--- src/hw/rtl/olst_pkg.sv ---
`timescale 1ns / 1ps
// Shared types and constants of the ordered list store.
// No dependencies; used by olst_cell and ordered_list_store_core.
package olst_pkg;

    localparam int CAPACITY   = 1024;
    localparam int POS_W      = 11;
    localparam int DATA_W     = 32;
    localparam int GROUP_SIZE = 32;
    localparam int NGROUP     = (CAPACITY + GROUP_SIZE - 1) / GROUP_SIZE;
    localparam int IN_W       = 48;
    localparam int OUT_W      = 48;

    typedef enum logic [2:0] {
        CMD_READ   = 3'd0,
        CMD_HEAD   = 3'd1,
        CMD_TAIL   = 3'd2,
        CMD_AT     = 3'd3,
        CMD_DELETE = 3'd4
    } cmd_t;

    typedef enum logic [1:0] {
        STS_DONE  = 2'd0,
        STS_RANGE = 2'd1,
        STS_FULL  = 2'd2
    } status_t;

    typedef struct packed {
        logic              ins;
        logic              del;
        logic [POS_W-1:0]  pos;
        logic [DATA_W-1:0] value;
    } cell_ctrl_t;

endpackage

--- src/hw/rtl/olst_cell.sv ---
`timescale 1ns / 1ps
// One storage cell of the list chain: holds one entry, shifts with its neighbors.
// Depends on olst_pkg.
module olst_cell
    import olst_pkg::*;
(
    input  logic              clk,
    input  cell_ctrl_t        ctrl,
    input  logic [POS_W-1:0]  index,
    input  logic [DATA_W-1:0] left_value,
    input  logic [DATA_W-1:0] right_value,
    output logic [DATA_W-1:0] value,
    output logic [DATA_W-1:0] read_data
);

    logic [DATA_W-1:0] value_reg;
    logic [DATA_W-1:0] value_next;

    always_comb
    begin
        value_next = value_reg;
        if (ctrl.ins)
        begin
            if (index > ctrl.pos)
            begin
                value_next = left_value;
            end
            else if (index == ctrl.pos)
            begin
                value_next = ctrl.value;
            end
        end
        else if (ctrl.del && (index >= ctrl.pos))
        begin
            value_next = right_value;
        end
    end

    always_ff @(posedge clk)
    begin
        value_reg <= value_next;
    end

    assign value     = value_reg;
    assign read_data = value_reg & {DATA_W{index == ctrl.pos}};

endmodule
--- config.mk ---
export PLATFORM = sky130hd
export DESIGN_NAME = olst_cell
export DESIGN_NICKNAME = d
export VERILOG_FILES = /design/src/hw/rtl/olst_pkg.sv /design/src/hw/rtl/olst_cell.sv
export SDC_FILE = /design/constraint.sdc
export NUM_CORES = 1
export LEC_CHECK = 0
export ABC_AREA = 1
export BUFFER_PORTS_ARGS = -buffer_cell sky130_fd_sc_hd__buf_2
export CORE_ASPECT_RATIO = 0.7
export CORE_MARGIN = 4
export CORE_UTILIZATION = 42
export DETAILED_ROUTE_END_ITERATION = 12
export PLACE_DENSITY = 0.93
export SLEW_MARGIN = 0
export SYNTH_ARGS = -nofsm -noshare
export SYNTH_HDL_FRONTEND = slang
export SYNTH_SLANG_ARGS = --single-unit
export TNS_END_PERCENT = 30
--- constraint.sdc ---
create_clock -name clk -period 3.7 [get_ports clk]
set_input_delay 0.555 -clock clk [delete_from_list [all_inputs] [get_ports clk]]
set_output_delay 0.555 -clock clk [all_outputs]
set_load 0.02 [all_outputs]
==> impl_results.md <==
- Post-Syn Instances: 402
- Peak supply drop: 145 uV
- Clock sinks: 32
- Postcts setup bufs: 0
- CTS tree: yes
- CTS Buf Count: 5
- Aggregate global-route resource usage: 0.200
- GP Congestion: 0.829
- Tmin final: 2.88 ns
- Power per cell area: approximately 330 mW/mm^2
- Row cnt: 23
- Fin util: 0.621
- Worst-Margin Slew: slightly above 1 ns
- Core Area: 0.00587 sq mm
- GRT overflow: 0
- Ports: about 190
- Syn. warnings: 0
- Clock Path Buffers: 2
- Initial antenna violation count: 0
- Required time worst endpoint: approximately 3.1 ns
- Critical path startpoint category: input port
- Area grow syn2layout: 39.6%
- Static Leakage: 2.42 nW
- Slew Limit Fails: 0
- Headroom to the max-slew limit: 0.317
- Nets: between 700 and 800
- N_diodes: 0
- Initial Utilization: 0.445
- Final setup vio count: 0
- Remaining antenna violation count: 0
- DRC viols: 0
- Yosys cell types: 17
- First-pass iteration count of the detailed router: 4
- Port Buffer Count: around 180
- Period utilisation layout: 0.777
- MaxCap Viol Count: 0
- First-pass GRT wire length: 12100 um
- HPWL after DPL: 6270 um
- Via density per instance: 4.62
- Post-CTS Hold Buffers: 0
- Final wirelength: 7830 um
- Crit path arrival time: around 2.3 ns
- Endpoints failing hold: 0
- HP Class: in -> reg
- Per-cell routed wire length: around 12 um
- Via count: slightly above 3000
- Maximum number of pins on one net before global-route repair: 35
- Netlist Area Pre-Place: 0.00261 sq mm
- Largest register FFs: 32
- Status: finished, final reports clean
- Max Clk Rate: 348 MHz
- Setup CP Type: in -> out
- Total negative slack: 0 ns
- Post-synthesis sequential area ratio: 0.368
- Largest fanout on the critical path: 32
- CTS root buf: clkbuf_8
- H-tree levels: 2
- Cts repair resizes: 0
- Clock slew at reported path FFs: 0.06 ns
- Die W: 102 um
- Vias in the first global route: 2894
- Die area: 0.00756 sq mm
- Die Ht: 74.0 um
- Mean area per synthesized cell: ~6.5 sq um
- Critical Path Sink Type: primary output
- Layout cell share with drive strength beyond 1: 0.348
- Syn Nets: 534
- RSZ-0062 raised after global routing: no
- Number of DRC markers in iteration 0: 126
- Synthesis-stage register bit count: 32
==> cells by family after synthesis <==
logic type | Yosys count | synth area share
compound gates | 4 | 0.00767
fa+ha+maj | 11 | 0.0527
buf+inv | 137 | 0.216
flops | 32 | 0.368
simple gates | 218 | 0.356
==> area by class of cell <==
| type | count | area (sq um) |
|---|---|---|
| inverters | 117 | 439 |
| fillers | 533 | 2230 |
| repair buffers | 188 | 951 |
| well taps | 75 | 93.8 |
| clock buffers | 5 | 68.8 |
| clock inverters | 3 | 37.5 |
| flip-flops and latches | 32 | 961 |
| multi-input cells | 233 | 1090 |
==> power by group <==
part | switching (W) | internal (W)
registers | 0.0000298 | 0.000473
logic | 0.000248 | 0.000145
clock network | 0.000120 | 0.000196
total | 0.000398 | 0.000814
==> path summary, 6_finish.rpt <==
check,to,from,slack [ns],cells past startpoint
min,value[17],right_value[17],0.56,3
max,read_data[26],ctrl[40],0.82,11
==> per-stage QoR <==
stage / setup slack [ns] / instances / total power [W] / area (sq um) / hold WS (ns)
2_1_floorplan: 0.367 / 402 / 0.000753 / 2610 / 0.741
3_3_place_gp: 0.909 / 645 / 0.000889 / 3540 / 0.824
3_5_place_dp: 0.802 / 645 / 0.000904 / 3540 / 0.828
4_1_cts: 0.803 / 653 / 0.00122 / 3640 / 0.539
5_1_grt: 0.638 / 653 / 0.00129 / 3640 / 0.554
6_report: 0.824 / 653 / 0.00121 / 3640 / 0.557
==> synth_stat cells <==
cell      number  share of area
a21oi_1        4         0.0077
buf_2          6          0.012
buf_4          3         0.0086
buf_6          4          0.017
clkbuf_1       7          0.010
edfxtp_1      32           0.37
ha_1          11          0.053
inv_1        116           0.17
inv_2          1         0.0014
nand2_1      113           0.16
nand2_2        2         0.0048
nand2_4        1         0.0043
nand3_1       64           0.12
nand3_2        1         0.0038
nand3b_1       1         0.0029
nor2_1        35          0.050
nor2_4         1         0.0043
==> critical path: stages <==
cell	delay [ns]
buf_2	0.08
inv_1	0.03
ha_1	0.30
nand2_1	0.06
inv_1	0.06
nand2_2	0.07
nor2_4	0.13
nand2_2	0.36
buf_4	0.38
nor2_1	0.11
buf_2	0.17
==> placed cells by master (no fill, tap or decap) <==
cell	n
clkinv_1	2
nor2_1	34
a21oi_1	4
nand2_2	2
nand3_1	64
nor2_4	2
clkbuf_8	5
ha_1	11
nand3_2	1
nand2_1	113
edfxtp_1	32
inv_1	116
nand3b_1	1
buf_4	4
buf_2	184
inv_2	1
bufinv_16	1
nand2_4	1
==> routing by layer <==
layer	vias up	track usage	share of wire
met5	-	0	0
met2	138	0.395	0.52
met1	1343	0.227	0.38
met4	0	0.0495	0.0087
li1	1532	-	-
met3	6	0.0309	0.084
Note: power is estimated with default switching activity, not from simulation.
